File: src/sv/dcs_pkg.sv
// dcs_pkg: shared types and constants of the darkest circle select block.
// No dependencies; imported by every module of the block.
`timescale 1ns / 1ps

package dcs_pkg;

    // parameter defaults
    localparam int MAX_CIRCLES_DEF = 8;
    localparam int COORD_BITS_DEF  = 10;
    localparam int SUM_BITS_DEF    = 28;

    // fixed field widths
    localparam int SLOT_BITS = 3;
    localparam int PIX_BITS  = 8;
    localparam int RW_BITS   = 11;

    localparam logic [RW_BITS-1:0] RW_RESET = RW_BITS'(1024);

    // beat kind, carried on tuser
    typedef enum logic {
        OP_LOAD  = 1'b0,
        OP_PIXEL = 1'b1
    } t_op;

    // pixel control traveling down the pipe
    typedef struct packed {
        logic                valid;
        logic                last;
        logic [PIX_BITS-1:0] pix;
    } t_pix_ctl;

endpackage

File: src/sv/dcs_dist.sv
// dcs_dist: per-circle distance lanes; squares then the strict inside test,
// one register stage each. Depends on dcs_pkg.
`timescale 1ns / 1ps

module dcs_dist import dcs_pkg::*; #(
    parameter int MAX_CIRCLES = MAX_CIRCLES_DEF,
    parameter int COORD_BITS  = COORD_BITS_DEF
) (
    input  logic                    i_clk,
    input  logic                    i_rst_n,
    input  logic                    i_adv,
    input  t_pix_ctl                i_ctl,
    input  logic [MAX_CIRCLES-1:0]  i_mask,
    input  logic [COORD_BITS-1:0]   i_col,
    input  logic [COORD_BITS-1:0]   i_row,
    input  logic [COORD_BITS-1:0]   i_cx  [MAX_CIRCLES],
    input  logic [COORD_BITS-1:0]   i_cy  [MAX_CIRCLES],
    input  logic [2*COORD_BITS-1:0] i_rsq [MAX_CIRCLES],
    output t_pix_ctl                o_ctl,
    output logic [MAX_CIRCLES-1:0]  o_mask,
    output logic                    o_hit [MAX_CIRCLES]
);

    localparam int QW = 2 * COORD_BITS;

    t_pix_ctl               r_a_ctl, r_b_ctl;
    logic [MAX_CIRCLES-1:0] r_a_mask, r_b_mask;
    logic [QW-1:0]          r_dx2 [MAX_CIRCLES];
    logic [QW-1:0]          r_dy2 [MAX_CIRCLES];
    logic [QW-1:0]          r_rsq [MAX_CIRCLES];
    logic                   r_hit [MAX_CIRCLES];

    always_ff @(posedge i_clk) begin
        if (!i_rst_n) begin
            r_a_ctl <= '0;
            r_b_ctl <= '0;
        end else if (i_adv) begin
            r_a_ctl <= i_ctl;
            r_b_ctl <= r_a_ctl;
        end
    end

    always_ff @(posedge i_clk) begin
        if (i_adv) begin
            r_a_mask <= i_mask;
            r_b_mask <= r_a_mask;
        end
    end

    for (genvar i = 0; i < MAX_CIRCLES; i++) begin : g_lane
        logic [COORD_BITS-1:0] w_dx, w_dy;
        logic [QW:0]           w_d2;

        assign w_dx = (i_col >= i_cx[i]) ? i_col - i_cx[i] : i_cx[i] - i_col;
        assign w_dy = (i_row >= i_cy[i]) ? i_row - i_cy[i] : i_cy[i] - i_row;
        assign w_d2 = {1'b0, r_dx2[i]} + {1'b0, r_dy2[i]};

        always_ff @(posedge i_clk) begin
            if (i_adv) begin
                r_dx2[i] <= {{COORD_BITS{1'b0}}, w_dx} * {{COORD_BITS{1'b0}}, w_dx};
                r_dy2[i] <= {{COORD_BITS{1'b0}}, w_dy} * {{COORD_BITS{1'b0}}, w_dy};
                r_rsq[i] <= i_rsq[i];
                r_hit[i] <= r_a_mask[i] && (w_d2 < {1'b0, r_rsq[i]});
            end
        end
        assign o_hit[i] = r_hit[i];
    end

    assign o_ctl  = r_b_ctl;
    assign o_mask = r_b_mask;

endmodule

File: config.mk
export PLATFORM = sky130hd
export DESIGN_NAME = dcs_dist
export DESIGN_NICKNAME = d
export VERILOG_FILES = /design/src/sv/dcs_pkg.sv /design/src/sv/dcs_dist.sv
export SDC_FILE = /design/constraint.sdc
export NUM_CORES = 2
export LEC_CHECK = 0
export BUFFER_PORTS_ARGS = -buffer_cell sky130_fd_sc_hd__buf_2
export CAP_MARGIN = 20
export CORE_MARGIN = 3
export CORE_UTILIZATION = 59
export CTS_BUF_LIST = sky130_fd_sc_hd__clkbuf_4
export DETAILED_ROUTE_END_ITERATION = 16
export GPL_TIMING_DRIVEN = 0
export PLACE_DENSITY_LB_ADDON = 0.25
export SLEW_MARGIN = 25
export SYNTH_ARGS = -nofsm -noshare
export SYNTH_HDL_FRONTEND = slang
export SYNTH_SLANG_ARGS = --single-unit
File: constraint.sdc
create_clock -name i_clk -period 8.3 [get_ports i_clk]
set_input_delay 1.245 -clock i_clk [delete_from_list [all_inputs] [get_ports i_clk]]
set_output_delay 1.245 -clock i_clk [all_outputs]
set_load 0.02 [all_outputs]
Word level (Yosys, flattened, before mapping):

Memory sizes are Yosys's and may differ from the RTL's.
Cells that the tools add are included.

* add/sub/neg operators: 40
* multiply operators: 16
* magnitude comparators: 24
* multiplexer cells: 18
* reduce and logical (&&, ||, !) cells: 8

Operators with widths (number)
* multiplier 10 x 10 -> 20 bit: 16
* subtractor 10 bit: 32
* adder 20 x 20 -> 21 bit: 8
* less-than comparator 21 x 20 -> 1 bit: 8
* >= comparator 10 bit: 16
* 2-to-1 mux 10 bit: 16
* logical AND 1 bit: 8
* 2-to-1 mux 1 bit: 2

* bits in registers: 36
* RAM bits: 488
* input bits: 361
* logic and storage cells: 118
* memories: 4

Memory list
* r_dx2: words 8, width 20, rd ports 8, clocked after Yosys merged registers in 0, wr ports 8, line dcs_dist.sv:28 `logic [QW-1:0] r_dx2 [MAX_CIRCLES];`
* r_dy2: words 8, width 20, rd ports 8, clocked after Yosys merged registers in 0, wr ports 8, line dcs_dist.sv:29 `logic [QW-1:0] r_dy2 [MAX_CIRCLES];`
* r_rsq: words 8, width 20, rd ports 8, clocked after Yosys merged registers in 0, wr ports 8, line dcs_dist.sv:30 `logic [QW-1:0] r_rsq [MAX_CIRCLES];`
* r_hit: words 8, width 1, rd ports 8, clocked after Yosys merged registers in 0, wr ports 8, line dcs_dist.sv:31 `logic r_hit [MAX_CIRCLES];`

Logic depth before layout (Yosys ltp):

* depth after elaboration: 3
* depth in mapped cells: 36

Least setup slack after synthesis:

Ideal clock, no wire load.

* kind: in2reg
* start: in i_col[0]
* end: mem r_dx2[0][78] in the netlist's numbering (data pin)
* setup time: 0.258 ns
* arrival time: 8.729 ns
* data required time: 8.042 ns
* path slack: -0.687 ns
* cell stages on the path: 31
* buffers on the path: 1
* cell sequence: inv_1 > ha_1 > inv_1 > fa_1 > a21o_1 > a21oi_2 > a2111oi_2 > o41ai_4 > mux2_2 > or2_0 > o311a_1 > nand2b_1 > xnor2_1 > buf_2 > nor2_1 > fa_1 > inv_1 > fa_1 > fa_1 > inv_1 > fa_1 > fa_1 > ha_1 > inv_1 > o21bai_1 > a211o_1 > a2111oi_0 > nor2_1 > a211o_1 > a21oi_1 > xnor2_1

RTL lines
* start: declaration: line dcs_dist.sv:14 `input logic [COORD_BITS-1:0] i_col,`
* end: declaration: line dcs_dist.sv:28

==> metrics.txt <==
R2R depth 19; drt via density 5.64; drt drc 0; Buffers on Ports 385; metal3 WL 16700 um; Crit path top cell by count fa_1; die area 138000 sq um; CP Data Required Time 9.18 ns; Final Hold Fails 0; Crit. Startpoint i_col[8]; Max transition margin 28.1%; CTS buffer count 148; Crit-path slowest cell fa_1; Min-Delay Path Class input port to flip-flop; asr flop ratio synth 0%; fill count 10400; Root Buffer clkbuf_4; highest routed layer met5; critical path class input port to flip-flop; Area growth syn-to-layout 13.0%; top cell type's share of synthesized area 21.7%; CTS Sinks 508; Synthesis Warnings 0; multi-input logic area 59900 sq um; Worst Hold Depth 1; Slew Limit Fails 0; Worst setup EP type flip-flop; Detailed Route Iter0 Violations 3771; total congestion overflow 0; initial antenna violation count 65; pin count of the biggest net entering global routing 98; commonest non-fill, non-tap cell in the layout inv_1; layout cells sized above 1 15.0%; setup TNS 0 ns; vias in the first global route 62600; sequential share of the synthesized area 19.1%; reg-to-reg startpoint r_dy2[1][63]$_DFFE_PP_; met1 WL 86500 um; worst skew pair latency 1.14 ns; synthesized area per cell 9.54 sq um; end of the critical path r_dx2[1][18]$_DFFE_PP_; biggest area consumer among synthesized cells ha_1; Routed Antenna Nets 0; Hold Crit Start i_rsq[33]; Ports 387; Setup Skew 0.0744 ns; gr usage total 29.9%; Fmax achieved 122 MHz; Placement Setup Slack -3.18 ns; 1st-pass router iterations 5; CP arrival 9.09 ns; detailed placer's ending HPWL 162000 um; Worst R2R End r_hit[1][3]$_DFFE_PP_; Slew @ Worst Pin 1.07 ns; dominant synthesized flop cell edfxtp_1; Die Wd 372 um; most frequent cells in the layout inv_1, ha_1, fa_1; Max clock buf depth 3; Period minus WS final 8.21 ns; area of the core 132000 sq um; nets@finish 11500; num rows 133; number of enable flip-flop cells after synthesis 488; synthesized area 79000 sq um; vias 61400; setup slack on the worst flop-to-flop path 3.60 ns; status complete, no violations; fin worst setup slack 0.0944 ns; CP max FO 9; Final setup viols 0; DR WL/cell 18.9 um; RePlAce Congestion 0.904; final WL 207000 um; WL met2 94700 um; H-Tree Depth 4; Synthesized Nets 10800; #FFs+latches synth 508; CTS tree yes; MaxCap Viol Count 0; register area 15100 sq um; Synth Instances 8280; distinct cell type count after synthesis 101; Initial Utilization 59.8%; top cells by area, synth ha_1, fa_1, edfxtp_1, inv_1, xnor2_1; Final period util 98.9%; global-route wire length before repair 325000 um; clock slew at reported path FFs 0.07 ns; Die H 372 um; # hold bufs at CTS 0; crit-path max cell delay 0.50 ns; Setup crit start kind input port
## through the flow
| stage | area, sq um | utilization (%) | hold WS (ns) | cells |
|---|---|---|---|---|
| global placement | 83700 | 63.3 | 0.437 | 10400 |
| floorplan | 79600 | - | 0.417 | 8280 |
| global route | 89100 | 67.5 | 0.130 | 10900 |
| finish | 89200 | 67.5 | 0.259 | 10900 |
| detailed placement | 83800 | 63.4 | 0.444 | 10400 |
| CTS | 87000 | 65.9 | 0.0817 | 10800 |
## flip-flops by register name, indices dropped and copies added (netlist names)
signal and count:
r_dy2 152, r_hit 8, r_a_mask 8, r_rsq 160, o_ctl 10, o_mask 8, r_a_ctl 10, r_dx2 152
## critical path: cells and delay by family
| kind | cells | cell delay (ns) |
|---|---|---|
| buffers and inverters | 8 | 1.20 |
| XOR/XNOR | 2 | 0.36 |
| AO/OA/AOI/OAI | 11 | 2.67 |
| multiplexers | 1 | 0.14 |
| AND/OR/NAND/NOR | 2 | 0.37 |
| adder cells (fa/ha/maj) | 7 | 3.08 |
## kinds of logic (layout without fill, tap and decap cells)
kind of cell | count (synthesis) | after routing | share of synthesized area, %
buffers and inverters | 1639 | 2465 | 7.84
AND/OR/NAND/NOR | 1824 | 1824 | 10.9
AO/OA/AOI/OAI | 1396 | 1396 | 11.6
adder cells (fa/ha/maj) | 2166 | 2166 | 41.9
flip-flops | 508 | 508 | 19.1
multiplexers | 158 | 158 | 2.09
XOR/XNOR | 589 | 590 | 6.58
other | 0 | 42 | 0
## cell type report
type,instances,area share (%)
plain buffers,119,0.676
diodes,42,0.118
clock inverters,61,0.405
multi-input cells,6134,67.1
flip-flops and latches,508,16.9
clock buffers,204,1.72
inverters,1510,6.43
well taps,1755,2.46
repair buffers,571,4.20
## cell usage after synthesis (all sizes together) (11+ instances only)
| master | instances |
|---|---|
| fa | 796 |
| inv | 1509 |
| nand3 | 91 |
| ha | 1370 |
| clkbuf | 103 |
| nand4 | 51 |
| o22ai | 11 |
| a21o | 208 |
| nor2b | 117 |
| or2 | 121 |
| xnor2 | 402 |
| a21oi | 434 |
| mux2 | 50 |
| a221oi | 12 |
| and2 | 35 |
| o31ai | 34 |
| buf | 26 |
| nor3 | 126 |
| o211ai | 19 |
| or3 | 33 |
| and4 | 14 |
| xor2 | 187 |
| nand2 | 257 |
| o21ai | 244 |
| o21a | 74 |
| a21boi | 15 |
| a211oi | 33 |
| o211a | 11 |
| mux2i | 108 |
| o2111ai | 15 |
| a211o | 21 |
| and3 | 35 |
| a2111oi | 25 |
| o21bai | 88 |
| nand2b | 126 |
| dfxtp | 20 |
| edfxtp | 488 |
| o31a | 13 |
| a31oi | 44 |
| nor2 | 784 |
## per-layer routing
layer	up-vias	track usage, %
li1	29300	-
met2	1883	48.2
met1	29900	39.3
met3	414	6.69
met5	-	0
met4	24	11.6
## worst min-delay path by stage
stage,slack (ns),endpoint
global placement,0.44,o_mask[7]$_DFFE_PP_
global route,0.13,r_rsq[0][67]$_DFFE_PP_
detailed placement,0.44,o_mask[4]$_DFFE_PP_
floorplan,0.42,o_mask[4]$_DFFE_PP_
CTS,0.08,r_rsq[0][67]$_DFFE_PP_
finish,0.26,r_rsq[1][53]$_DFFE_PP_
## repair_timing
item / in CTS / in global routing
cloned: 0 / 1
setup buffers: 73 / 108
gates resized for setup: 130 / 285
pin swaps: 16 / 82
setup endpoints to repair: 192 / 99
Power is left out: the tool's default activity adds up to more than one toggle a clock period on the data nets, which glitch-free logic cannot reach.
