### config.mk
export PLATFORM = sky130hd
export DESIGN_NAME = dcs_accum
export DESIGN_NICKNAME = d
export VERILOG_FILES = /design/src/sv/dcs_pkg.sv /design/src/sv/dcs_accum.sv
export SDC_FILE = /design/constraint.sdc
export NUM_CORES = 1
export LEC_CHECK = 0
export ABC_CLOCK_PERIOD_IN_PS = 10120
export BUFFER_PORTS_ARGS = -buffer_cell sky130_fd_sc_hd__buf_2
export CAP_MARGIN = 15
export CELL_PAD_IN_SITES_DETAIL_PLACEMENT = 0
export CELL_PAD_IN_SITES_GLOBAL_PLACEMENT = 1
export CORE_ASPECT_RATIO = 0.8
export CORE_MARGIN = 3
export CORE_UTILIZATION = 48
export CTS_CLUSTER_SIZE = 24
export DETAILED_ROUTE_END_ITERATION = 8
export GPL_ROUTABILITY_DRIVEN = 0
export PLACE_DENSITY = 0.8
export SYNTH_ARGS = -nofsm -noshare
export SYNTH_HDL_FRONTEND = slang
export SYNTH_SLANG_ARGS = --single-unit
### constraint.sdc
create_clock -name i_clk -period 10.12 [get_ports i_clk]
set_input_delay 2.53 -clock i_clk [delete_from_list [all_inputs] [get_ports i_clk]]
set_output_delay 2.53 -clock i_clk [all_outputs]
set_load 0.03 [all_outputs]
### src/sv/dcs_pkg.sv
// dcs_pkg: shared types and constants of the darkest circle select block.
// No dependencies; imported by every module of the block.
`timescale 1ns / 1ps

package dcs_pkg;

    // parameter defaults
    localparam int MAX_CIRCLES_DEF = 8;
    localparam int COORD_BITS_DEF  = 10;
    localparam int SUM_BITS_DEF    = 28;

    // fixed field widths
    localparam int SLOT_BITS = 3;
    localparam int PIX_BITS  = 8;
    localparam int RW_BITS   = 11;

    localparam logic [RW_BITS-1:0] RW_RESET = RW_BITS'(1024);

    // beat kind, carried on tuser
    typedef enum logic {
        OP_LOAD  = 1'b0,
        OP_PIXEL = 1'b1
    } t_op;

    // pixel control traveling down the pipe
    typedef struct packed {
        logic                valid;
        logic                last;
        logic [PIX_BITS-1:0] pix;
    } t_pix_ctl;

endpackage

### src/sv/dcs_accum.sv
// dcs_accum: saturating per-circle sums and the end-of-region snapshot.
// Depends on dcs_pkg.
`timescale 1ns / 1ps

module dcs_accum import dcs_pkg::*; #(
    parameter int MAX_CIRCLES = MAX_CIRCLES_DEF,
    parameter int SUM_BITS    = SUM_BITS_DEF
) (
    input  logic                   i_clk,
    input  logic                   i_rst_n,
    input  logic                   i_adv,
    input  t_pix_ctl               i_ctl,
    input  logic [MAX_CIRCLES-1:0] i_mask,
    input  logic                   i_hit     [MAX_CIRCLES],
    output logic                   o_fin_valid,
    output logic [MAX_CIRCLES-1:0] o_fin_mask,
    output logic [SUM_BITS-1:0]    o_fin_sum [MAX_CIRCLES]
);

    logic [SUM_BITS-1:0]    r_sum     [MAX_CIRCLES];
    logic [SUM_BITS-1:0]    n_sum     [MAX_CIRCLES];
    logic [SUM_BITS-1:0]    r_fin_sum [MAX_CIRCLES];
    logic [MAX_CIRCLES-1:0] r_fin_mask;
    logic                   r_fin_valid;
    logic                   w_step, w_end, w_sums_zero;

    assign w_step = i_adv && i_ctl.valid;
    assign w_end  = w_step && i_ctl.last;

    for (genvar i = 0; i < MAX_CIRCLES; i++) begin : g_sum
        logic [SUM_BITS:0] w_add;

        assign w_add    = {1'b0, r_sum[i]}
                        + (i_hit[i] ? (SUM_BITS+1)'(i_ctl.pix) : '0);
        // saturate at all ones
        assign n_sum[i] = w_add[SUM_BITS] ? '1 : w_add[SUM_BITS-1:0];

        always_ff @(posedge i_clk) begin
            if (!i_rst_n) begin
                r_sum[i] <= '0;
            end else if (w_step) begin
                r_sum[i] <= i_ctl.last ? '0 : n_sum[i];
            end
        end

        always_ff @(posedge i_clk) begin
            if (w_end) begin
                r_fin_sum[i] <= n_sum[i];
            end
        end
        assign o_fin_sum[i] = r_fin_sum[i];
    end

    always_ff @(posedge i_clk) begin
        if (!i_rst_n) begin
            r_fin_valid <= 1'b0;
        end else if (i_adv) begin
            r_fin_valid <= w_end;
        end
    end

    always_ff @(posedge i_clk) begin
        if (w_end) begin
            r_fin_mask <= i_mask;
        end
    end

    always_comb begin
        w_sums_zero = 1'b1;
        for (int i = 0; i < MAX_CIRCLES; i++) begin
            if (r_sum[i] != '0) begin
                w_sums_zero = 1'b0;
            end
        end
    end

    assign o_fin_valid = r_fin_valid;
    assign o_fin_mask  = r_fin_mask;

`ifndef ASSERT_OFF
    a_end_snapshot: assert property (@(posedge i_clk) disable iff (!i_rst_n)
        w_end |=> (r_fin_valid && w_sums_zero))
        else $error("end of region did not snapshot and clear sums");
`endif

endmodule

# After elaboration in Yosys (flattened, before gate mapping)
# Memories as Yosys holds them, arrays and structs flattened.
# Index checks and enable logic that the tools add are counted.
# W data, S select, Z words.
classes:
  muxes: 38
  n_addsub: 8
  n_reduce_logical: 2
  bitwise_logic: 8
op_table:
  columns: ["operator", "n"]
  rows:
  - ["$mux W28", 24]
  - ["$add A28 B8 Y29", 8]
  - ["$mux W8", 8]
  - ["$or A1 B1 Y1", 8]
  - ["$mux W1", 6]
  - ["$logic_and A1 B1 Y1", 2]
word_totals:
  mem_bits_rw: 448
  inputBits: 29
  word_cells: 60
  out_inout_bits: 233
  ff_bits: 9
  memories: 2
mem_list:
  columns: ["name", "depth", "width", "rd", "rd_ports_with_merged_regs", "write_ports", "line", "text"]
  rows:
  - ["r_fin_sum", 8, 28, 8, 0, 8, "dcs_accum.sv:22", "logic [SUM_BITS-1:0] r_fin_sum [MAX_CIRCLES];"]
  - ["r_sum", 8, 28, 8, 0, 8, "dcs_accum.sv:20", "logic [SUM_BITS-1:0] r_sum [MAX_CIRCLES];"]

# Longest topological paths before layout
depth:
  word_depth: 5
  mapped_depth: 10
  mapped_depth_nobuf: 9

# Worst setup path after synthesis
# Ideal clock, no wire load.
synth_path:
  kind: "input -> register"
  start: "input i_ctl[8] in the netlist's numbering"
  end: "register r_fin_mask[0] (netlist: o_fin_mask[0]) (enable)"
  t_arrival_ps: 7888
  path_buffers: 0
  t_required_ps: 9495
  path_slack_ps: 1607
  stages: 1
  path_cell_list: "and3_1"
synth_via:
  elab_chain_cells: 1
synth_lines:
  columns: ["item", "line", "text"]
  rows:
  - ["from (decl)", "dcs_accum.sv:12", "input t_pix_ctl i_ctl,"]
  - ["$logic_and A1 B1 Y1", "dcs_accum.sv:28", "assign w_end = w_step && i_ctl.last;"]
  - ["to (signal assigned)", "dcs_accum.sv:64", "r_fin_mask <= i_mask;"]
  - ["to (decl)", "dcs_accum.sv:23", "logic [MAX_CIRCLES-1:0] r_fin_mask;"]
# Every way passes these cells.
# A chain may end at the register's enable or synchronous reset.

==> flow_metrics.env <==
export IMPL_dieArea_um2=50300
export IMPL_critical_path_max_fanout=27
export IMPL_synth_enable_flop_cells=456
export IMPL_grt_pass1_wl_mm=86.7
export IMPL_yosysWarnings=0
export IMPL_finalNetCount=2273
export IMPL_cap_violations=0
export IMPL_grt_pass1_vias=15700
export IMPL_cts_setup_buffers=0
export IMPL_crit_slowest_cell="or2_1"
export IMPL_cts_inserted_buffers=46
export IMPL_hold_buffers=0
export IMPL_path_cells="buf_2 > and2_1 > ha_1 > fa_1 > a211oi_1 > o21ai_0 > a31oi_2 > or2_1 > and3_1 > nor3_2"
export IMPL_grtUsageTotal_pct=21.5
export IMPL_yosysSeqAreaShare_pct=59.9
export IMPL_clk_path_buf_depth=3
export IMPL_initial_core_util_pct=49.3
export IMPL_ir_worst_vdd_mv=0.114
export IMPL_clk_pin_slew_worst_paths_ns=0.07
export IMPL_period_needed_ns=5.38
export IMPL_wl_per_cell_um=19.6
export IMPL_antenna_found_initial=5
export IMPL_cp_slowest_stage_delay_ns=0.77
export IMPL_use_met3_pct=3.89
export IMPL_core_area_um2=46400
export IMPL_slew_headroom_pct=21.9
export IMPL_finalSetupViolCount=0
export IMPL_hold_class="flop to flop"
export IMPL_vias=16200
export IMPL_die_h_um=201
export IMPL_status="complete, no violations"
export IMPL_slew_viol_final=0
export IMPL_ff2ff_setup_slack_ns=6.70
export IMPL_period_share_pct=53.2
export IMPL_synth_area_um2=22900
export IMPL_viasPerCell=5.75
export IMPL_tightest_slew_ns=1.17
export IMPL_io_pins=262
export IMPL_hold_slack_ns=0.584
export IMPL_clk_latency_ns=0.59
export IMPL_met2_usage_pct=33.4
export IMPL_p_leak_nw=10.1
export IMPL_final_util_pct=56.8
export IMPL_first_iter_violations=1207
export IMPL_grt_busiest_layer="met2"
export IMPL_cts_sinks=457
export IMPL_tns_ns=0
export IMPL_cts_root_buffer="clkbuf_16"
export IMPL_ys_types=72
export IMPL_hold_violations=0
export IMPL_worstSetupPathType="primary input to flop"
export IMPL_cts_tree="built"
export IMPL_fin_worst_skew_ns=0.0246
export IMPL_drc=0
export IMPL_row_count=70
export IMPL_grt_ovfl_total=0
export IMPL_drt_total_wl_mm=55.3
export IMPL_cts_resized_gates=0
export IMPL_fill_cells=4014
export IMPL_crit_arrival_ns=5.69
export IMPL_powerDensity_nw_per_um2=167
export IMPL_worstPathRequired_ns=10.43
export IMPL_async_flop_share_pct=0
export IMPL_grtUsageMet1_pct=30.4
export IMPL_drtPass1Iterations=5
export IMPL_cp_start_kind="primary input"
export IMPL_syn_inst=1912
export IMPL_cp_top_family="simple AND/OR/NAND/NOR gates"
export IMPL_drive_above_1_share_pct=19.1
export IMPL_syn_area_per_cell_um2=12.0
export IMPL_area_growth_pct=15.3
export IMPL_port_buffers=261
export IMPL_cp_num_buf_inv=1
export IMPL_endpoint_kind="flop"
export IMPL_synth_seq_cells=457
export IMPL_synth_flop_cell="edfxtp_1"
export IMPL_postRouteAntennaNets=0
export IMPL_fp_dieW_um=250
export IMPL_htree_levels=2
export IMPL_dp_hpwl_mm=36.0
export IMPL_fmax_mhz=186
export IMPL_rsz0062_at_grt="no"
export IMPL_synth_fp_nets=2013
export IMPL_grt_max_degree=174
worst min-delay path: cells and delay by family, from the launching register on:
kind               cells  cell delay, ns
and+or+nand+nor        1            0.13
DFF                    1            0.32
AOI/OAI and AO/OA      1            0.11
stage by stage:
stage	instance area [um^2]	power, mW	setup WS [ns]	std cells
after floorplan	22900	2.58	1.61	1912
after global placement	24800	2.69	4.13	2734
after detailed placement	24800	2.70	4.05	2734
after CTS	26400	4.45	4.67	2819
after global routing	26400	4.57	4.57	2822
final	26400	4.39	4.74	2824
cell type report:
class	instances	area [um^2]	area share (%)
Antenna cell	3	7.51	0.0285
Clock buffer	56	1250	4.75
Sequential cell	457	13700	52.0
Timing Repair Buffer	277	1460	5.52
Inverter	25	93.8	0.356
Tap cell	612	766	2.90
Clock inverter	29	267	1.01
Multi-Input combinational cell	1365	8830	33.5
registers in the layout, summed over array words and instances (netlist names):
signal,flops
r_fin_sum,224
o_fin_valid,1
r_sum,224
o_fin_mask,8
cells in the mapped netlist (10+ instances only):
library cell | count | area, um^2
a31oi_1 | 29 | 181
a21oi_1 | 175 | 876
o21a_1 | 10 | 75.1
nor2_1 | 91 | 342
o21ai_0 | 50 | 250
inv_1 | 25 | 93.8
nand3_1 | 39 | 195
o2111ai_1 | 10 | 87.6
nand4_1 | 47 | 294
clkbuf_1 | 42 | 158
nand2_1 | 220 | 826
a211oi_1 | 25 | 188
edfxtp_1 | 456 | 13700
mux2_2 | 49 | 552
xor2_1 | 49 | 429
nor3_1 | 50 | 250
nand2b_1 | 24 | 150
ha_1 | 64 | 801
and3_1 | 23 | 144
and2_1 | 168 | 1050
a21o_1 | 22 | 165
xnor2_1 | 58 | 508
nor4_1 | 18 | 113
buf_2 | 14 | 70.1
o211ai_1 | 23 | 173
kinds of logic after synthesis:
family | after synthesis | synth area share [%]
xor+xnor | 107 | 4.10
compound gates | 407 | 11.2
flops | 457 | 59.9
buf+inv | 90 | 1.57
fa+ha+maj | 72 | 4.20
simple gates | 724 | 16.3
mux | 55 | 2.70
final timing paths:
check	from	to	cells after the start
hold / removal	o_fin_valid	o_fin_valid	2
hold reg to reg	o_fin_valid	o_fin_valid	2
setup reg to reg	r_sum[0][56]	r_sum[0][65]	8
setup / recovery	i_ctl[0]	r_sum[0][65]	10
layout by cell type (no fill, tap or decap), drive strengths merged, types with 23 or more instances in the layout:
cell type / netlist / layout
nand4: 50 / 50
edfxtp: 456 / 456
o211ai: 24 / 24
and3: 23 / 23
a211oi: 26 / 26
nor2: 91 / 91
nand2b: 24 / 24
nor3: 52 / 52
clkbuf: 43 / 56
nand2: 220 / 220
and2: 168 / 168
xnor2: 58 / 58
a31oi: 30 / 30
ha: 64 / 64
nand3: 39 / 39
mux2: 50 / 50
a21oi: 175 / 175
o21ai: 57 / 57
buf: 22 / 277
inv: 25 / 26
xor2: 49 / 49
layer usage:
| metal | vias up | wire length [um] | share of wire, % |
|---|---|---|---|
| met5 | - | 0 | 0 |
| met4 | 0 | 1650 | 3.0 |
| met3 | 95 | 3640 | 6.6 |
| met2 | 494 | 24900 | 45 |
| met1 | 7906 | 25100 | 45 |
| li1 | 7739 | - | - |
power breakdown:
part	internal [mW]	total [mW]	switching (mW)
Clock	1.01	1.73	0.725
Combinational	0.135	0.417	0.282
Sequential	2.19	2.24	0.0573
Total	3.33	4.39	1.06
No activity file was read; power rests on OpenSTA's default activity.
