`src/sv/dcs_pkg.sv`:
```
// dcs_pkg: shared types and constants of the darkest circle select block.
// No dependencies; imported by every module of the block.
`timescale 1ns / 1ps

package dcs_pkg;

    // parameter defaults
    localparam int MAX_CIRCLES_DEF = 8;
    localparam int COORD_BITS_DEF  = 10;
    localparam int SUM_BITS_DEF    = 28;

    // fixed field widths
    localparam int SLOT_BITS = 3;
    localparam int PIX_BITS  = 8;
    localparam int RW_BITS   = 11;

    localparam logic [RW_BITS-1:0] RW_RESET = RW_BITS'(1024);

    // beat kind, carried on tuser
    typedef enum logic {
        OP_LOAD  = 1'b0,
        OP_PIXEL = 1'b1
    } t_op;

    // pixel control traveling down the pipe
    typedef struct packed {
        logic                valid;
        logic                last;
        logic [PIX_BITS-1:0] pix;
    } t_pix_ctl;

endpackage

```
`src/sv/dcs_front.sv`:
```
// dcs_front: row width register, circle table, loaded flags, raster counters
// and the input stage register. Depends on dcs_pkg.
`timescale 1ns / 1ps

module dcs_front import dcs_pkg::*; #(
    parameter int MAX_CIRCLES = MAX_CIRCLES_DEF,
    parameter int COORD_BITS  = COORD_BITS_DEF
) (
    input  logic                    i_clk,
    input  logic                    i_rst_n,
    input  logic                    i_adv,
    input  logic                    i_valid,
    input  logic                    i_op,
    input  logic [SLOT_BITS-1:0]    i_slot,
    input  logic [COORD_BITS-1:0]   i_cx,
    input  logic [COORD_BITS-1:0]   i_cy,
    input  logic [COORD_BITS-1:0]   i_rad,
    input  logic [PIX_BITS-1:0]     i_pix,
    input  logic                    i_last,
    input  logic                    i_cfg_valid,
    input  logic [RW_BITS-1:0]      i_cfg_data,
    output t_pix_ctl                o_ctl,
    output logic [MAX_CIRCLES-1:0]  o_mask,
    output logic [COORD_BITS-1:0]   o_col,
    output logic [COORD_BITS-1:0]   o_row,
    output logic [COORD_BITS-1:0]   o_cx  [MAX_CIRCLES],
    output logic [COORD_BITS-1:0]   o_cy  [MAX_CIRCLES],
    output logic [2*COORD_BITS-1:0] o_rsq [MAX_CIRCLES]
);

    localparam int SPAN = 1 << COORD_BITS;
    localparam int EW   = (COORD_BITS + 1 > RW_BITS) ? COORD_BITS + 1 : RW_BITS;

    logic [RW_BITS-1:0]      r_row_width;
    logic [COORD_BITS-1:0]   r_col, n_col;
    logic [COORD_BITS-1:0]   r_row, n_row;
    logic [MAX_CIRCLES-1:0]  r_loaded, n_loaded;
    t_pix_ctl                r_ctl, n_ctl;
    logic [COORD_BITS-1:0]   r_s1_col, r_s1_row;
    logic [MAX_CIRCLES-1:0]  r_s1_mask;
    logic [COORD_BITS-1:0]   r_cx  [MAX_CIRCLES];
    logic [COORD_BITS-1:0]   r_cy  [MAX_CIRCLES];
    logic [2*COORD_BITS-1:0] r_rsq [MAX_CIRCLES];

    logic                    w_acc, w_pix_acc, w_load_acc;
    logic [2*COORD_BITS-1:0] w_rsq;
    logic [EW-1:0]           w_rw, w_eff, w_col_inc;
    logic                    w_wrap;

    assign w_acc      = i_valid && i_adv;
    assign w_pix_acc  = w_acc && (t_op'(i_op) == OP_PIXEL);
    assign w_load_acc = w_acc && (t_op'(i_op) == OP_LOAD) && (int'(i_slot) < MAX_CIRCLES);

    // radius squared kept in the table
    assign w_rsq = {{COORD_BITS{1'b0}}, i_rad} * {{COORD_BITS{1'b0}}, i_rad};

    // effective row width: zero acts as one, clamp at coordinate span
    always_comb begin
        w_rw      = EW'(r_row_width);
        if (w_rw == '0) begin
            w_eff = EW'(1);
        end else if (w_rw > EW'(SPAN)) begin
            w_eff = EW'(SPAN);
        end else begin
            w_eff = w_rw;
        end
        w_col_inc = EW'(r_col) + EW'(1);
        w_wrap    = (w_col_inc >= w_eff);
    end

    always_comb begin
        n_col = w_wrap ? '0 : r_col + COORD_BITS'(1);
        n_row = w_wrap ? r_row + COORD_BITS'(1) : r_row;
        if (i_last) begin
            n_col = '0;
            n_row = '0;
        end
    end

    always_comb begin
        n_loaded = r_loaded;
        for (int i = 0; i < MAX_CIRCLES; i++) begin
            if (w_load_acc && int'(i_slot) == i) begin
                n_loaded[i] = 1'b1;
            end
        end
        if (w_pix_acc && i_last) begin
            n_loaded = '0;
        end
    end

    always_comb begin
        n_ctl.valid = w_pix_acc;
        n_ctl.last  = i_last;
        n_ctl.pix   = i_pix;
    end

    always_ff @(posedge i_clk) begin
        if (!i_rst_n) begin
            r_row_width <= RW_RESET;
            r_col       <= '0;
            r_row       <= '0;
            r_loaded    <= '0;
            r_ctl       <= '0;
        end else begin
            if (i_cfg_valid) begin
                r_row_width <= i_cfg_data;
            end
            if (w_pix_acc) begin
                r_col <= n_col;
                r_row <= n_row;
            end
            r_loaded <= n_loaded;
            if (i_adv) begin
                r_ctl <= n_ctl;
            end
        end
    end

    // pixel position and loaded set as seen by this pixel
    always_ff @(posedge i_clk) begin
        if (w_pix_acc) begin
            r_s1_col  <= r_col;
            r_s1_row  <= r_row;
            r_s1_mask <= r_loaded;
        end
    end

    for (genvar i = 0; i < MAX_CIRCLES; i++) begin : g_tab
        always_ff @(posedge i_clk) begin
            if (w_load_acc && int'(i_slot) == i) begin
                r_cx[i]  <= i_cx;
                r_cy[i]  <= i_cy;
                r_rsq[i] <= w_rsq;
            end
        end
        assign o_cx[i]  = r_cx[i];
        assign o_cy[i]  = r_cy[i];
        assign o_rsq[i] = r_rsq[i];
    end

    assign o_ctl  = r_ctl;
    assign o_mask = r_s1_mask;
    assign o_col  = r_s1_col;
    assign o_row  = r_s1_row;

`ifndef ASSERT_OFF
    a_region_clear: assert property (@(posedge i_clk) disable iff (!i_rst_n)
        (w_pix_acc && i_last) |=> (r_col == '0 && r_row == '0 && r_loaded == '0))
        else $error("region state not cleared after last pixel");
`endif

endmodule

```
`config.mk`:
```
export PLATFORM = sky130hd
export DESIGN_NAME = dcs_front
export DESIGN_NICKNAME = d
export VERILOG_FILES = /design/src/sv/dcs_pkg.sv /design/src/sv/dcs_front.sv
export SDC_FILE = /design/constraint.sdc
export NUM_CORES = 1
export LEC_CHECK = 0
export ABC_AREA = 1
export BUFFER_PORTS_ARGS = -buffer_cell sky130_fd_sc_hd__buf_2
export CORE_MARGIN = 5
export CORE_UTILIZATION = 53
export CTS_CLUSTER_DIAMETER = 80
export DETAILED_ROUTE_END_ITERATION = 16
export GPL_TIMING_DRIVEN = 0
export PLACE_DENSITY = 0.77
export RECOVER_POWER = 25
export SLEW_MARGIN = 20
export SYNTH_ARGS = -nofsm -noshare
export SYNTH_HDL_FRONTEND = slang
export SYNTH_SLANG_ARGS = --single-unit
export TNS_END_PERCENT = 100
```
`constraint.sdc`:
```
create_clock -name i_clk -period 7.3 [get_ports i_clk]
set_clock_uncertainty 0.15 [all_clocks]
set_input_delay 0.73 -clock i_clk [delete_from_list [all_inputs] [get_ports i_clk]]
set_output_delay 0.73 -clock i_clk [all_outputs]
set_load 0.01 [all_outputs]
```
Word-level counts from Yosys, hierarchy flattened --
Memory sizes are Yosys's and may differ from the RTL's. Index checks and enable logic that the tools add are counted.
Word-level totals: RAM bits 320, output and inout bits 358, bits in latches 0, register bits 77, memories kept 3, memory bits (read-only) 0, logic and storage cells 158
Operators by class: mux-type cells 85, $mul 1, bitwise gates (word level) 2, shift-type cells 0, magnitude comparators 2, reduce and logical (&&, ||, !) cells 38, eq/ne operators 7, $add $sub $neg 3, divide/modulo/power cells 0
Memory list:
- r_rsq | depth 8, bits a word 20, rd ports 8, clocked after Yosys merged registers in 0, wr ports 1, RTL line dcs_front.sv:43 | logic [2*COORD_BITS-1:0] r_rsq [MAX_CIRCLES];
- r_cx | depth 8, bits a word 10, rd ports 8, clocked after Yosys merged registers in 0, wr ports 1, RTL line dcs_front.sv:41 | logic [COORD_BITS-1:0] r_cx [MAX_CIRCLES];
- r_cy | depth 8, bits a word 10, rd ports 8, clocked after Yosys merged registers in 0, wr ports 1, RTL line dcs_front.sv:42 | logic [COORD_BITS-1:0] r_cy [MAX_CIRCLES];
Operators with widths (count):
- $mux W10 | 18
- $mux W20 | 7
- $reduce_or A10 Y1 | 14
- $reduce_or A20 Y1 | 7
- $mux W3 | 21
- $mux W1 | 37
- $mux W11 | 2
- $add A10 B1 Y10 const B | 2
- $mul A10 B10 Y20 | 1
- $eq A3 B3 Y1 const B | 4
- $logic_and A1 B1 Y1 | 12
- $add A10 B1 Y11 const B | 1
- $ge A11 B11 Y1 | 1
- $gt A11 B11 Y1 const B | 1
- $logic_not A11 Y1 | 1
- $eq A3 B2 Y1 const B | 2
- $eq A3 B1 Y1 const B | 1
- $logic_not A3 Y1 | 1
- $not A1 Y1 | 2
- $reduce_and A2 Y1 | 1
- $reduce_bool A2 Y1 | 1
- $reduce_or A2 Y1 | 1

Longest topological paths before layout --
depth after elaboration 13, gate-level depth with buffers 22, depth with buffers taken out 21

Least setup slack after synthesis --
OpenSTA, ideal clock, no wires.
kind input port to flip-flop, start input port i_rad[9], end memory r_rsq[0][19] (netlist name), data pin, stages 18, data arrival time 4.987 ns, path slack 1.879 ns, cell sequence clkbuf_1 > nand2_1 > fa_1 > fa_1 > inv_1 > fa_1 > fa_1 > inv_1 > fa_1 > inv_1 > ha_1 > nand2_1 > nor2_1 > nand4_1 > o21ai_1 > nand2_1 > nand3b_1 > nand2_1
On the way: longest elaborated chain between the ends 8
Ends and longest elaborated chain:
- start: declaration | RTL line dcs_front.sv:17 | input logic [COORD_BITS-1:0] i_rad,
- $mul A10 B10 Y20 * | RTL line dcs_front.sv:55 | assign w_rsq = {{COORD_BITS{1'b0}}, i_rad} * {{COORD_BITS{1'b0}}, i_rad};
- named net w_rsq[19] | RTL line dcs_front.sv:46 | logic [2*COORD_BITS-1:0] w_rsq;
- $mux W20 (no line) (6 in series)
- $mux W20 (no line) *
- end: declaration | RTL line dcs_front.sv:43
Mark *: on every way through the listed nets, which the timed path passes. The rest lies on a longest branch.

Worst setup path after layout --
start input port i_rad[0], end memory r_rsq[0][71] (netlist name), data pin
Same word-level chain as after synthesis.

==> reports/results.tsv <==
metric	value	unit
maxcap violations	0	
Post-Syn Instances	1087	
initial drt markers	652	
Initial Utilization	53.99	%
Final Cycle Share	80.45	%
fin nets	1717	
vias	10060	
Post-synth EDFFs	340	
Worst Tran Pin Value	1.126	ns
Pleak	0.008189	µW
Area Overhead vs Synth	25.59	%
clk sink count	389	
worst hold path cell count	0	
reg2reg end	r_col[8]	
Fin Setup TNS	0	ns
row count	62	
HPWL after detailed placement	29510	µm
Startpoint Class	primary input	
Yosys warning count	0	
Post-CTS Resized	0	
gr ovfl total	0	
layout cells sized above 1	28.19	%
worst hold start	r_loaded[1]	
Pre-antenna DRT Iters	5	
DRC viols	0	
Worst EP required	7.36	ns
Clock transition at path regs	0.06	ns
reg2reg setup slack	4.32	ns
Post-synth top cells	edfxtp_1, nand2_1, inv_1	
P per Cell Area	312.3	mW/mm²
largest net degree at the start of global routing	38	
first-pass GRT wire length	60770	µm
WL final	40290	µm
Worst EP arrival	5.94	ns
Post-synth ARST share	0	%
Die H	181.5	µm
Die Width	181.5	µm
area leader, netlist	edfxtp_1	
sequential fraction of the synthesis area	71.82	%
wire per inst	20.49	µm
most numerous cell in the Yosys netlist	edfxtp_1	
# Post-CTS Setup Buffers	0	
critical path capture point type	flip-flop	
outcome	finished, final reports clean	
FF-to-FF Start	r_col[0]	
clk buf depth	3	
Post-CTS Hold Buffers	0	
number of global-route vias before repair	10110	
VDD IR max	250.2	µV
Top FF cell, synth	edfxtp_1	
antenna violations before repair	0	
Diodes inserted	0	
core area	0.02886	mm²
Fin. Hold Viols	0	
Cell variety after synth	41	
mapped cell area	0.01558	mm²
Final Slew Violations	0	
clock root cell	clkbuf_16	
Max Freq	0.1703	GHz
gpl congestion	0.8720	
Yosys top cell area share	65.53	%
DRT antenna net count	0	
clock latency on the worst-skew pair	0.52	ns
Worst slew margin	24.36	%
DR vias/cell	5.116	
minimum clock period after layout	5.873	ns
unrepaired setup endpoints after global routing	false	
CTS tree	done	
syn avg cell area	14.33	µm²
top cells by area, synth	edfxtp_1, dfxtp_1, fa_1, ha_1, nand2_1	
dpl cell area	0.01852	mm²
setup violators final	0	
die area	0.03293	mm²
IO buf count	403	
Worst Setup SP	i_rad[0]	
Hold EP	o_mask[1]	
fin area	0.01957	mm²
total track usage	23.98	%
Yosys reg bits	389	
IO Pins	417	
CP Max Fanout	10	
min-delay worst type	reg -> reg	
H-tree depth reported by CTS	2	
R2R depth	16	
cts bufs inserted	38	
crit path kind	in -> reg	
==> critical path: stages <==
cell,delay [ns]
clkbuf_1,0.32
buf_4,0.27
nand2_1,0.14
fa_1,0.54
fa_1,0.55
inv_1,0.05
fa_1,0.50
fa_1,0.55
inv_1,0.05
fa_1,0.52
inv_1,0.04
ha_1,0.36
nand2_1,0.14
nor2_1,0.24
nand4_1,0.11
o21ai_1,0.25
xor2_1,0.58
==> sequential cells by signal (all words and copies together) (netlist names), 10 cells and up <==
register,flops
r_row_width,11
r_row,10
r_col,10
o_col,10
o_ctl,10
r_cx,80
r_cy,80
o_row,10
r_rsq,152
==> power breakdown <==
part | internal (µW) | total [µW] | switching [µW] | leakage, µW
sequential | 2860 | 2880 | 19.4 | 0.00344
clock | 1020 | 1820 | 791 | 0.000571
combinational | 401 | 1420 | 1020 | 0.00418
==> layer usage <==
metal,part of all wire (%),track usage (%),up-vias
li1,-,-,4639
met4,4.5,9.877,0
met5,0,0,-
met3,6.4,4.362,89
met1,37,28.61,4871
met2,52,43.01,460
==> how the worst max path moves through the flow <==
stage                   endpoint  slack, ns  depth (start not counted)
floorplan           r_rsq[0][19]       1.88                         18
global placement    r_rsq[1][51]       1.10                         17
detailed placement  r_rsq[1][51]       1.01                         17
CTS                 r_rsq[0][71]       1.50                         17
global route        r_rsq[0][71]       1.05                         17
finish              r_rsq[0][71]       1.43                         17
==> per-stage QoR <==
stage               util [%]  power [µW]  hold WS (ns)  setup slack, ns  cells
floorplan                  -        3860        0.2582            1.879   1094
CTS                    68.21        6149        0.2702            1.505   1966
global route           67.81        6437        0.2842            1.047   1966
global placement       62.74        4293        0.2634            1.101   1881
detailed placement     64.18        4335        0.2681            1.005   1896
finish                 67.81        6112        0.2808            1.427   1966
==> kinds of logic after synthesis <==
group           synth area share [%]
xor+xnor                       1.453
flops                          71.82
buf+inv                        4.208
other cells                  0.02407
fa+ha+maj                      10.78
mux                           0.1285
compound gates                 3.196
simple gates                   8.392
==> final cells by class <==
cell class | instances | area, µm²
well taps | 384 | 480.5
flip-flops and latches | 389 | 11190
inverters | 133 | 499.2
plain buffers | 28 | 151.4
clock buffers | 46 | 1002
fillers | 2062 | 9289
clock inverters | 24 | 161.4
repair buffers | 418 | 2297
multi-input cells | 544 | 3786
==> placed cells by master, fill, tap and decap left out, types with 8 or more instances in the layout <==
cell type,count
a21oi_1,36
buf_16,8
buf_2,344
buf_4,10
clkbuf_1,83
clkbuf_16,39
clkinv_1,13
clkinv_2,9
conb_1,8
dfxtp_1,49
edfxtp_1,340
fa_1,47
ha_1,59
inv_1,127
nand2_1,151
nand3_1,25
nor2_1,101
nor3_1,9
o21ai_0,37
xor2_1,17
Note: power is estimated with default switching activity, not from simulation.
