==> src/sv/dcs_pkg.sv <==
// dcs_pkg: shared types and constants of the darkest circle select block.
// No dependencies; imported by every module of the block.
`timescale 1ns / 1ps

package dcs_pkg;

    // parameter defaults
    localparam int MAX_CIRCLES_DEF = 8;
    localparam int COORD_BITS_DEF  = 10;
    localparam int SUM_BITS_DEF    = 28;

    // fixed field widths
    localparam int SLOT_BITS = 3;
    localparam int PIX_BITS  = 8;
    localparam int RW_BITS   = 11;

    localparam logic [RW_BITS-1:0] RW_RESET = RW_BITS'(1024);

    // beat kind, carried on tuser
    typedef enum logic {
        OP_LOAD  = 1'b0,
        OP_PIXEL = 1'b1
    } t_op;

    // pixel control traveling down the pipe
    typedef struct packed {
        logic                valid;
        logic                last;
        logic [PIX_BITS-1:0] pix;
    } t_pix_ctl;

endpackage

==> src/sv/dcs_pick.sv <==
// dcs_pick: minimum search over the snapshot sums and the result register.
// Depends on dcs_pkg.
`timescale 1ns / 1ps

module dcs_pick import dcs_pkg::*; #(
    parameter int MAX_CIRCLES = MAX_CIRCLES_DEF,
    parameter int SUM_BITS    = SUM_BITS_DEF
) (
    input  logic                   i_clk,
    input  logic                   i_rst_n,
    input  logic                   i_fin_valid,
    input  logic [MAX_CIRCLES-1:0] i_fin_mask,
    input  logic [SUM_BITS-1:0]    i_fin_sum [MAX_CIRCLES],
    input  logic                   i_m_ready,
    output logic                   o_m_valid,
    output logic [SLOT_BITS-1:0]   o_slot,
    output logic [SUM_BITS-1:0]    o_sum,
    output logic                   o_none,
    output logic                   o_stall
);

    localparam int LV    = (MAX_CIRCLES > 1) ? $clog2(MAX_CIRCLES) : 0;
    localparam int NP    = 1 << LV;
    localparam int NODES = 2 * NP - 1;
    localparam int IB    = (MAX_CIRCLES > 1) ? $clog2(MAX_CIRCLES) : 1;

    logic                lf_v   [NP];
    logic [IB-1:0]       lf_idx [NP];
    logic [SUM_BITS-1:0] lf_sum [NP];
    logic                tr_v   [NODES];
    logic [IB-1:0]       tr_idx [NODES];
    logic [SUM_BITS-1:0] tr_sum [NODES];

    logic                r_out_valid;
    logic [SLOT_BITS-1:0] r_out_slot;
    logic [SUM_BITS-1:0] r_out_sum;
    logic                r_out_none;
    logic                w_load;

    for (genvar i = 0; i < NP; i++) begin : g_leaf
        if (i < MAX_CIRCLES) begin : g_real
            assign lf_v[i]   = i_fin_mask[i];
            assign lf_idx[i] = IB'(i);
            assign lf_sum[i] = i_fin_sum[i];
        end else begin : g_pad
            assign lf_v[i]   = 1'b0;
            assign lf_idx[i] = '0;
            assign lf_sum[i] = '0;
        end
    end

    // heap-ordered tree; left child holds lower slots, so ties keep it
    always_comb begin
        for (int i = 0; i < NP; i++) begin
            tr_v[NP-1+i]   = lf_v[i];
            tr_idx[NP-1+i] = lf_idx[i];
            tr_sum[NP-1+i] = lf_sum[i];
        end
        for (int k = NP - 2; k >= 0; k--) begin
            if (tr_v[2*k+2] && (!tr_v[2*k+1] || tr_sum[2*k+2] < tr_sum[2*k+1])) begin
                tr_v[k]   = 1'b1;
                tr_idx[k] = tr_idx[2*k+2];
                tr_sum[k] = tr_sum[2*k+2];
            end else begin
                tr_v[k]   = tr_v[2*k+1];
                tr_idx[k] = tr_idx[2*k+1];
                tr_sum[k] = tr_sum[2*k+1];
            end
        end
    end

    assign o_stall = i_fin_valid && r_out_valid && !i_m_ready;
    assign w_load  = i_fin_valid && !o_stall;

    always_ff @(posedge i_clk) begin
        if (!i_rst_n) begin
            r_out_valid <= 1'b0;
        end else if (w_load) begin
            r_out_valid <= 1'b1;
        end else if (i_m_ready) begin
            r_out_valid <= 1'b0;
        end
    end

    always_ff @(posedge i_clk) begin
        if (w_load) begin
            r_out_none <= !tr_v[0];
            r_out_slot <= tr_v[0] ? SLOT_BITS'(tr_idx[0]) : '0;
            r_out_sum  <= tr_v[0] ? tr_sum[0] : '0;
        end
    end

    assign o_m_valid = r_out_valid;
    assign o_slot    = r_out_slot;
    assign o_sum     = r_out_sum;
    assign o_none    = r_out_none;

`ifndef ASSERT_OFF
    a_none_zero: assert property (@(posedge i_clk) disable iff (!i_rst_n)
        (r_out_valid && r_out_none) |-> (r_out_slot == '0 && r_out_sum == '0))
        else $error("empty result carries nonzero fields");
    a_refill: assert property (@(posedge i_clk) disable iff (!i_rst_n)
        (i_fin_valid && r_out_valid && i_m_ready) |=> r_out_valid)
        else $error("pending result not moved into output register");
`endif

endmodule

==> config.mk <==
export PLATFORM = sky130hd
export DESIGN_NAME = dcs_pick
export DESIGN_NICKNAME = d
export VERILOG_FILES = /design/src/sv/dcs_pkg.sv /design/src/sv/dcs_pick.sv
export SDC_FILE = /design/constraint.sdc
export NUM_CORES = 1
export LEC_CHECK = 0
export BUFFER_PORTS_ARGS = -buffer_cell sky130_fd_sc_hd__buf_2
export CAP_MARGIN = 10
export CORE_UTILIZATION = 57
export DETAILED_ROUTE_END_ITERATION = 6
export PLACE_DENSITY = 0.95
export SYNTH_ARGS = -nofsm -noshare
export SYNTH_HDL_FRONTEND = slang
export SYNTH_SLANG_ARGS = --single-unit
==> constraint.sdc <==
create_clock -name i_clk -period 19.5 [get_ports i_clk]
set_input_delay 1.95 -clock i_clk [delete_from_list [all_inputs] [get_ports i_clk]]
set_output_delay 1.95 -clock i_clk [all_outputs]
set_load 0.02 [all_outputs]
After elaboration in Yosys (flattened, before gate mapping)
Index checks and enable logic that the tools add are counted.
{ "totals": {"register_bits": 33, "in_bits": 236, "output_inout_bits": 34, "word_cells": 62} }
{ "op_classes": {"n_lt_le_gt_ge": 7, "n_mux": 23, "n_reduce_logical": 28} }
{ "ops": {"columns": ["cell", "n"], "rows": [
  ["$lt A28 B28 Y1", 7],
  ["$mux W28", 7],
  ["$mux W1", 13],
  ["$logic_and A1 B1 Y1", 10],
  ["$logic_not A1 Y1", 10],
  ["$mux W3", 3],
  ["$logic_or A1 B1 Y1", 7],
  ["$reduce_bool A2 Y1", 1]
]} }

Logic depth before layout (Yosys ltp)
Gate-level depths: netlist of the first run.
{ "depth": {"word_depth": 13, "mapped_depth": 36, "depth_no_buf": 31} }

Worst setup path before layout of the first run
No wires, ideal clock.
{ "synth_timing": {"kind": "input port to flip-flop", "startpoint": "input i_fin_sum[50] in the netlist's numbering", "endpoint": "register r_out_sum[1] (netlist: o_sum[1]), data pin", "setup_ps": 256, "t_arrival_ps": 8355, "required_ps": 19244, "setup_slack_ps": 10888, "path_stages": 33, "n_path_buf": 4, "cell_sequence": "inv_1 -> ha_1 -> and4_1 -> nor4b_2 -> a211oi_1 -> o221ai_1 -> a31oi_2 -> clkbuf_1 -> buf_1 -> nor2_1 -> a21oi_1 -> inv_1 -> ha_1 -> and4_1 -> nor2b_1 -> a221oi_1 -> a21oi_1 -> nor3_1 -> a21boi_1 -> buf_4 -> mux2i_1 -> ha_1 -> a21o_1 -> a211oi_1 -> o21ai_1 -> a311oi_1 -> o22ai_1 -> a2111oi_1 -> o211ai_1 -> o211ai_1 -> o211ai_4 -> buf_2 -> a22o_1"} }
{ "synth_between": {"elab_chain_len": 12, "word_cells_on_any_way": 15, "classes_between": "order compare (3); mux (6); reduce/logical (6)"} }
{ "synth_rtl": {"columns": ["item", "line_no", "source"], "rows": [
  ["start, declared", "dcs_pick.sv:13", "input logic [SUM_BITS-1:0] i_fin_sum [MAX_CIRCLES],"],
  ["$lt A28 B28 Y1", "dcs_pick.sv:60", "if (tr_v[2*k+2] && (!tr_v[2*k+1] || tr_sum[2*k+2] < tr_sum[2*k+1])) begin"],
  ["$logic_or A1 B1 Y1", "dcs_pick.sv:60", null],
  ["$logic_and A1 B1 Y1", "dcs_pick.sv:60", null],
  ["$mux W28", "dcs_pick.sv:60", null],
  ["$lt A28 B28 Y1", "dcs_pick.sv:60", null],
  ["$logic_or A1 B1 Y1", "dcs_pick.sv:60", null],
  ["$logic_and A1 B1 Y1", "dcs_pick.sv:60", null],
  ["$mux W28", "dcs_pick.sv:60", null],
  ["$lt A28 B28 Y1", "dcs_pick.sv:60", null],
  ["$logic_or A1 B1 Y1", "dcs_pick.sv:60", null],
  ["$logic_and A1 B1 Y1", "dcs_pick.sv:60", null],
  ["$mux W28 or $mux W1 (tied branches)", "dcs_pick.sv:60", null],
  ["end signal, assigned", "dcs_pick.sv:89", "r_out_sum <= tr_v[0] ? tr_sum[0] : '0;"],
  ["end, declared", "dcs_pick.sv:36", "logic [SUM_BITS-1:0] r_out_sum;"]
]} }
Parallel ways exist; a longest one is shown, timed or not.
A chain may end at the register's enable or synchronous reset.

Final worst setup path of the first run
{ "layout_timing": {"startpoint": "input i_fin_sum[23] in the netlist's numbering", "endpoint": "register r_out_slot[0] (netlist: o_slot[0]), data pin"} }
{ "layout_between": {"elab_chain_len": 12, "word_cells_on_any_way": 17, "classes_between": "order compare (3); mux (8); reduce/logical (6)"} }
{ "layout_rtl": {"columns": ["item", "line_no", "source"], "rows": [
  ["$lt A28 B28 Y1", "dcs_pick.sv:60", null],
  ["$logic_or A1 B1 Y1", "dcs_pick.sv:60", null],
  ["$logic_and A1 B1 Y1", "dcs_pick.sv:60", null],
  ["$mux W28", "dcs_pick.sv:60", null],
  ["$lt A28 B28 Y1", "dcs_pick.sv:60", null],
  ["$logic_or A1 B1 Y1", "dcs_pick.sv:60", null],
  ["$logic_and A1 B1 Y1", "dcs_pick.sv:60", null],
  ["$mux W28", "dcs_pick.sv:60", null],
  ["$lt A28 B28 Y1", "dcs_pick.sv:60", null],
  ["$logic_or A1 B1 Y1", "dcs_pick.sv:60", null],
  ["$logic_and A1 B1 Y1", "dcs_pick.sv:60", null],
  ["$mux W3 or $mux W1 (tied branches)", "dcs_pick.sv:60", null],
  ["end signal, assigned", "dcs_pick.sv:88", "r_out_slot <= tr_v[0] ? SLOT_BITS'(tr_idx[0]) : '0;"],
  ["end, declared", "dcs_pick.sv:35", "logic [SLOT_BITS-1:0] r_out_slot;"]
]} }
Parallel ways exist; a longest one is shown, timed or not.

==> flow_summary_export.csv, run 1 <==
group,metric,value,unit
status,status,"completed",
timing,fmax,0.0972,GHz
power_and_ir_drop,cellPowerDensity,59.9,nW/µm²
timing,worstMarginPinSlew,1180,ps
finish,drive_gt1_share,23.0,%
worst_hold_path,min_from,"o_m_valid$_SDFFE_PN0P_",
synthesis,synthDistinctLibCells,59,
clocking,cts_buffers,5,
detailed_routing,via_count,8542,
clocking,worstSkewPairLatency,280,ps
setup_path,r2r_start,"o_m_valid$_SDFFE_PN0P_",
detailed_routing,dr.pass1.iters,5,
worst_hold_path,hold_class,"reg2reg",
floorplan,die_area,14600,µm²
synthesis,ys_seq_elements,33,
power_and_ir_drop,vdd_drop_max,0.0488,mV
power_and_ir_drop,p_leak,5.62,nW
power_and_ir_drop,swShare,43.8,%
power_and_ir_drop,total_power,0.584,mW
run,max_cap_viol_count,0,
grt,grt_first_pass_wirelength,36300,µm
floorplan,die_w,121,µm
detailed_routing,post-route-drc-count,0,
setup_path,startpoint_type,"input port",
power_and_ir_drop,power_switching,0.256,mW
synthesis,synth_most_common_cell,"inv_1",
power_and_ir_drop,p_seq_share,19.2,%
finish,fill_cells,1116,
detailed_routing,vias_per_cell,5.82,
floorplan,rows,43,
floorplan,die_h,121,µm
finish,seqCellArea,981,µm²
setup_path,r2r_setup_slack,18190,ps
timing,finalSetupTns,0,ps
setup_path,path_delay_family,"compound AO/OA/AOI/OAI gates",
clocking,cts_tree,"built",
timing,rsz0062_at_grt,"false",
timing,fin_crit_sh,52.7,%
worst_hold_path,hold_path_depth,2,
grt,gr-usage-all-layers,30.9,%
power_and_ir_drop,internal_power,0.328,mW
synthesis,synthTopCellsByCount,"inv_1 (193), ha_1 (189), mux2i_1 (111)",
grt,antenna_found_initial,0,
clocking,cts_resized,0,
synthesis,yosys_warnings,0,
synthesis,async_reset_ff_share,0,%
timing,slew_violations,0,
placement,io_buffers,269,
synthesis,yosysSeqAreaShare,12.2,%
finish,final_cells,1467,
setup_path,slowest_delay,1030,ps
setup_path,r2r-end,"o_sum[22]$_SDFFCE_PP0P_",
grt,grt_remaining_overflow,0,
power_and_ir_drop,pwr-share-clk,15.7,%
floorplan,core_area,13800,µm²
timing,fin_skew,5.81,ps
synthesis,synth_edf_count,32,
clocking,postCtsHoldBufs,0,
setup_path,path_class,"in2reg",
synthesis,synth_cells,1033,
finish,syn_to_final_growth,21.0,%
detailed_routing,drt-initial-drc-count,534,
synthesis,syn_avg_cell_area,7.80,µm²
setup_path,critPathBufInv,4,
finish,nNetsFinal,1711,
setup_path,required,19480,ps
timing,fin_hold_ws,670,ps
synthesis,synth_area_leaders,"ha_1 (29%), mux2i_1 (14%), edfxtp_1 (12%)",
synthesis,synth_nets,1458,
finish,final_area,9750,µm²
setup_path,path_common_cell,"ha_1",
synthesis,ys.flop_type,"edfxtp_1",
synthesis,netlist_area,8060,µm²
setup_path,critPathArrivalTime,10270,ps
floorplan,initial_core_util,58.3,%
placement,gp_congestion,0.964,
detailed_routing,wirelength,22900,µm
clocking,h-tree-depth,2,
setup_path,r2r_cells,3,
timing,final_hold_viol_count,0,
detailed_routing,antenna_left,0,
floorplan,io-pin-count,270,
clocking,clockRootBuffer,"clkbuf_16",
grt,grt_pass1_vias,8320,
clocking,clk_path_buf_depth,2,
timing,setup_viol,0,
clocking,cts_sinks,33,
placement,dp.cells,1459,
clocking,clk_pin_slew,50,ps
finish,diodes,0,
grt,grt_max_degree,41,
synthesis,synth_top_area_share,29.4,%
setup_path,path_max_fanout,39,
clocking,cts_setup_buffers,0,
detailed_routing,routedWlPerCell,15.6,µm
placement,place_area,9580,µm²
placement,dp_hpwl,19700,µm
finish,multi_input_area,6240,µm²
timing,finalCriticalPeriod,10290,ps
power_and_ir_drop,comb_power_share,65.2,%
synthesis,yosysTopAreaCell,"ha_1",
setup_path,crit_path_top_delay_cell,"and3_1",
setup_path,endpoint_kind,"flop",
timing,slew_headroom,21.5,%
worst_hold_path,min_to,"o_m_valid$_SDFFE_PN0P_",
## metrics by stage
stage               util (%)  setup slack (ps)
detailed placement      69.3              9110
global route            70.5              8510
CTS                     70.5              9330
floorplan                  -             10890
global placement        69.2              8570
finish                  70.5              9210
## logic make-up (layout without fill, tap and decap cells)
family | Yosys count | in the layout | synth area share, %
buf+inv | 223 | 477 | 11.1
fa+ha+maj | 189 | 189 | 29.4
mux | 113 | 113 | 14.1
compound gates | 254 | 254 | 20.0
flops | 33 | 33 | 12.2
simple gates | 221 | 221 | 13.2
## sequential cells by signal, indices dropped and copies added, names as in the netlist
name	flops
o_sum	28
o_slot	3
o_none	1
o_m_valid	1
## power by group through the flow
stage	Combinational (mW)	Sequential [mW]	Clock [mW]
after floorplan	0.246	0.134	0
after global placement	0.361	0.113	0
after detailed placement	0.374	0.112	0
after CTS	0.378	0.112	0.0922
after global routing	0.424	0.113	0.0959
final	0.381	0.112	0.0915
## worst min-delay path, stage by stage (launching register included)
cell and delay [ps]:
dfxtp_1 300, nor2b_1 150, o21a_1 170
## metal layers
layer  global-route usage, %  wire length [µm]  up-vias
li1                        -                 -     4216
met4                    17.7              1290        0
met1                    35.0              9030     3863
met5                       0                 0        -
met2                    54.5             11000      364
met3                    5.03              1520       99
## cells in the final DEF (no fill, tap or decap), types with 2 or more instances in the layout
cell type and instances:
a31oi_4 2, o221ai_1 3, a221oi_1 5, and4_1 3
inv_1 193, buf_4 6, clkbuf_16 5, a31oi_1 5
a21o_1 17, nor3_1 16, o32ai_1 2, a211o_1 2
nand4_1 27, o21ai_0 31, o21a_1 4, or4_1 2
a21oi_1 110, a22o_1 27, a211oi_1 10, nor4_1 6
nor2b_1 6, a21boi_0 2, edfxtp_1 32, ha_1 189
a2111oi_1 2, nor3b_1 2, nand2b_1 10, o21ai_1 11
nand3_1 19, o22ai_1 2, nand2_1 40, nor2_1 81
mux2i_2 2, o211ai_1 6, buf_2 269, mux2i_1 111
## worst max-delay path by stage
stage	startpoint	end	slack, ps	cells after the start
floorplan	i_fin_sum[50]	o_sum[1]$_SDFFCE_PP0P_	10890	33
global placement	i_fin_sum[114]	o_slot[0]$_SDFFCE_PP0P_	8570	32
detailed placement	i_fin_sum[50]	o_slot[0]$_SDFFCE_PP0P_	9110	32
CTS	i_fin_sum[50]	o_slot[0]$_SDFFCE_PP0P_	9330	32
global route	i_fin_sum[142]	o_slot[0]$_SDFFCE_PP0P_	8510	34
finish	i_fin_sum[23]	o_slot[0]$_SDFFCE_PP0P_	9210	31
## cell type report
| cell class | instances | share of cell area [%] |
|---|---|---|
| multi-input cells | 777 | 64.1 |
| repair buffers | 276 | 14.4 |
| flip-flops and latches | 33 | 10.1 |
| inverters | 193 | 7.43 |
| well taps | 180 | 2.31 |
| clock buffers | 7 | 1.46 |
| clock inverters | 1 | 0.308 |
No activity file was read; power rests on OpenSTA's default activity.
==> run 2: changes to the inputs <==
CORE_UTILIZATION = 53   (was 57)
PLACE_DENSITY = 0.93   (was 0.95)
clock period = 10.8 ns   (was 19.5 ns; I/O delays follow)
==> flow_summary_export.csv, run 2 (synthesis results as in run 1) <==
group,metric,value,unit
setup_path,endpoint_kind,"flop",
setup_path,required,10950,ps
placement,place_area,9580,µm²
finish,drive_gt1_share,23.0,%
clocking,worstSkewPairLatency,280,ps
clocking,h-tree-depth,2,
clocking,clockRootBuffer,"clkbuf_16",
grt,grt_max_degree,41,
finish,fill_cells,1235,
detailed_routing,dr.pass1.iters,7,
grt,antenna_found_initial,0,
timing,slew_headroom,24.2,%
status,status,"finished, violations left",
placement,preCtsSetupSlack,891,ps
timing,fmax,0.105,GHz
timing,setup_viol,0,
timing,fin_hold_ws,655,ps
clocking,clk_path_buf_depth,2,
clocking,cts_tree,"built",
detailed_routing,vias_per_cell,5.77,
detailed_routing,wirelength,23300,µm
setup_path,critPathBufInv,6,
setup_path,slowest_delay,920,ps
clocking,postCtsHoldBufs,0,
timing,worstMarginPinSlew,1130,ps
timing,fin_skew,7.85,ps
setup_path,critPathArrivalTime,9660,ps
finish,final_common_cell,"buf_2",
power_and_ir_drop,p_leak,5.61,nW
timing,finalSetupTns,0,ps
timing,slew_violations,0,
detailed_routing,routedWlPerCell,15.8,µm
setup_path,r2r_setup_slack,9490,ps
setup_path,path_max_fanout,29,
floorplan,core_area,14700,µm²
grt,grt_pass1_vias,8491,
clocking,cts_buffers,5,
finish,diodes,0,
floorplan,die_h,125,µm
clocking,cts_setup_buffers,0,
timing,fin_crit_sh,88.1,%
finish,final_area,9730,µm²
timing,finalCriticalPeriod,9510,ps
floorplan,io-pin-count,270,
timing,rsz0062_at_grt,"false",
floorplan,rows,44,
power_and_ir_drop,cellPowerDensity,107,nW/µm²
grt,grt_remaining_overflow,0,
finish,syn_to_final_growth,20.8,%
finish,nNetsFinal,1712,
clocking,cts_resized,0,
floorplan,die_w,125,µm
placement,dp_hpwl,20200,µm
detailed_routing,drt-initial-drc-count,554,
clocking,cts_sinks,33,
setup_path,startpoint_type,"input port",
clocking,clk_pin_slew,50,ps
placement,gp_congestion,0.926,
timing,fin_ws,1290,ps
detailed_routing,post-route-drc-count,15,
grt,grt_first_pass_wirelength,37600,µm
run,max_cap_viol_count,0,
floorplan,die_area,15700,µm²
placement,io_buffers,269,
floorplan,initial_core_util,54.8,%
finish,final_cell_mix,"buf_2 (269), inv_1 (193), ha_1 (189)",
detailed_routing,via_count,8495,
setup_path,path_delay_family,"compound AO/OA/AOI/OAI gates",
power_and_ir_drop,vdd_drop_max,0.0774,mV
timing,final_hold_viol_count,0,
grt,gr-usage-all-layers,29.5,%
power_and_ir_drop,total_power,1.04,mW
setup_path,crit_path_top_delay_cell,"o21bai_4",
status,violations,"design-rule violations",
finish,largest_register_ffs,28,
detailed_routing,antenna_left,0,
worst_hold_path,hold_class,"reg2reg",
setup_path,path_class,"in2reg",
-- run 2: worst paths after layout --
path                                from                 endpoint  cells after the start
setup / recovery          i_fin_sum[167]  o_sum[18]$_SDFFCE_PP0P_                     33
setup reg to reg  o_m_valid$_SDFFE_PN0P_         o_none$_DFFE_PP_                      3
hold reg to reg   o_m_valid$_SDFFE_PN0P_   o_m_valid$_SDFFE_PN0P_                      2
hold / removal    o_m_valid$_SDFFE_PN0P_   o_m_valid$_SDFFE_PN0P_                      2
-- run 2: power by group --
group | internal, mW | total, mW | switching, mW | leakage, nW
clock network | 0.0919 | 0.143 | 0.0515 | 0.0712
registers | 0.190 | 0.200 | 0.00973 | 0.322
logic | 0.288 | 0.695 | 0.407 | 5.22
total | 0.570 | 1.04 | 0.468 | 5.61
-- run 2: worst register-to-register path, delay by kind of cell (launching register included) --
| kind | cells | cell delay (ps) |
|---|---|---|
| AND/OR/NAND/NOR | 2 | 250 |
| buffers and inverters | 1 | 390 |
| flip-flops | 1 | 300 |
-- run 2: layer usage --
metal / part of all wire (%) / routed length [µm] / up-vias / GRT usage [%]
li1: - / - / 4222 / -
met1: 40 / 9320 / 3849 / 33.6
met2: 49 / 11400 / 338 / 53.9
met3: 6.3 / 1470 / 86 / 4.58
met4: 4.9 / 1140 / 0 / 14.0
met5: 0 / 0 / - / 0.310
-- run 2: area by class of cell --
| cell class | instances | area [µm²] | share of cell area (%) |
|---|---|---|---|
| multi-input cells | 777 | 6240 | 64.2 |
| repair buffers | 277 | 1400 | 14.4 |
| flip-flops and latches | 33 | 981 | 10.1 |
| inverters | 193 | 724 | 7.45 |
| well taps | 184 | 230 | 2.37 |
| clock buffers | 8 | 146 | 1.50 |
-- run 2: stage by stage --
stage,std cells,utilization (%)
finish,1472,66.2
global route,1472,66.2
CTS,1471,66.2
detailed placement,1463,65.2
global placement,1463,65.2
floorplan,1033,-
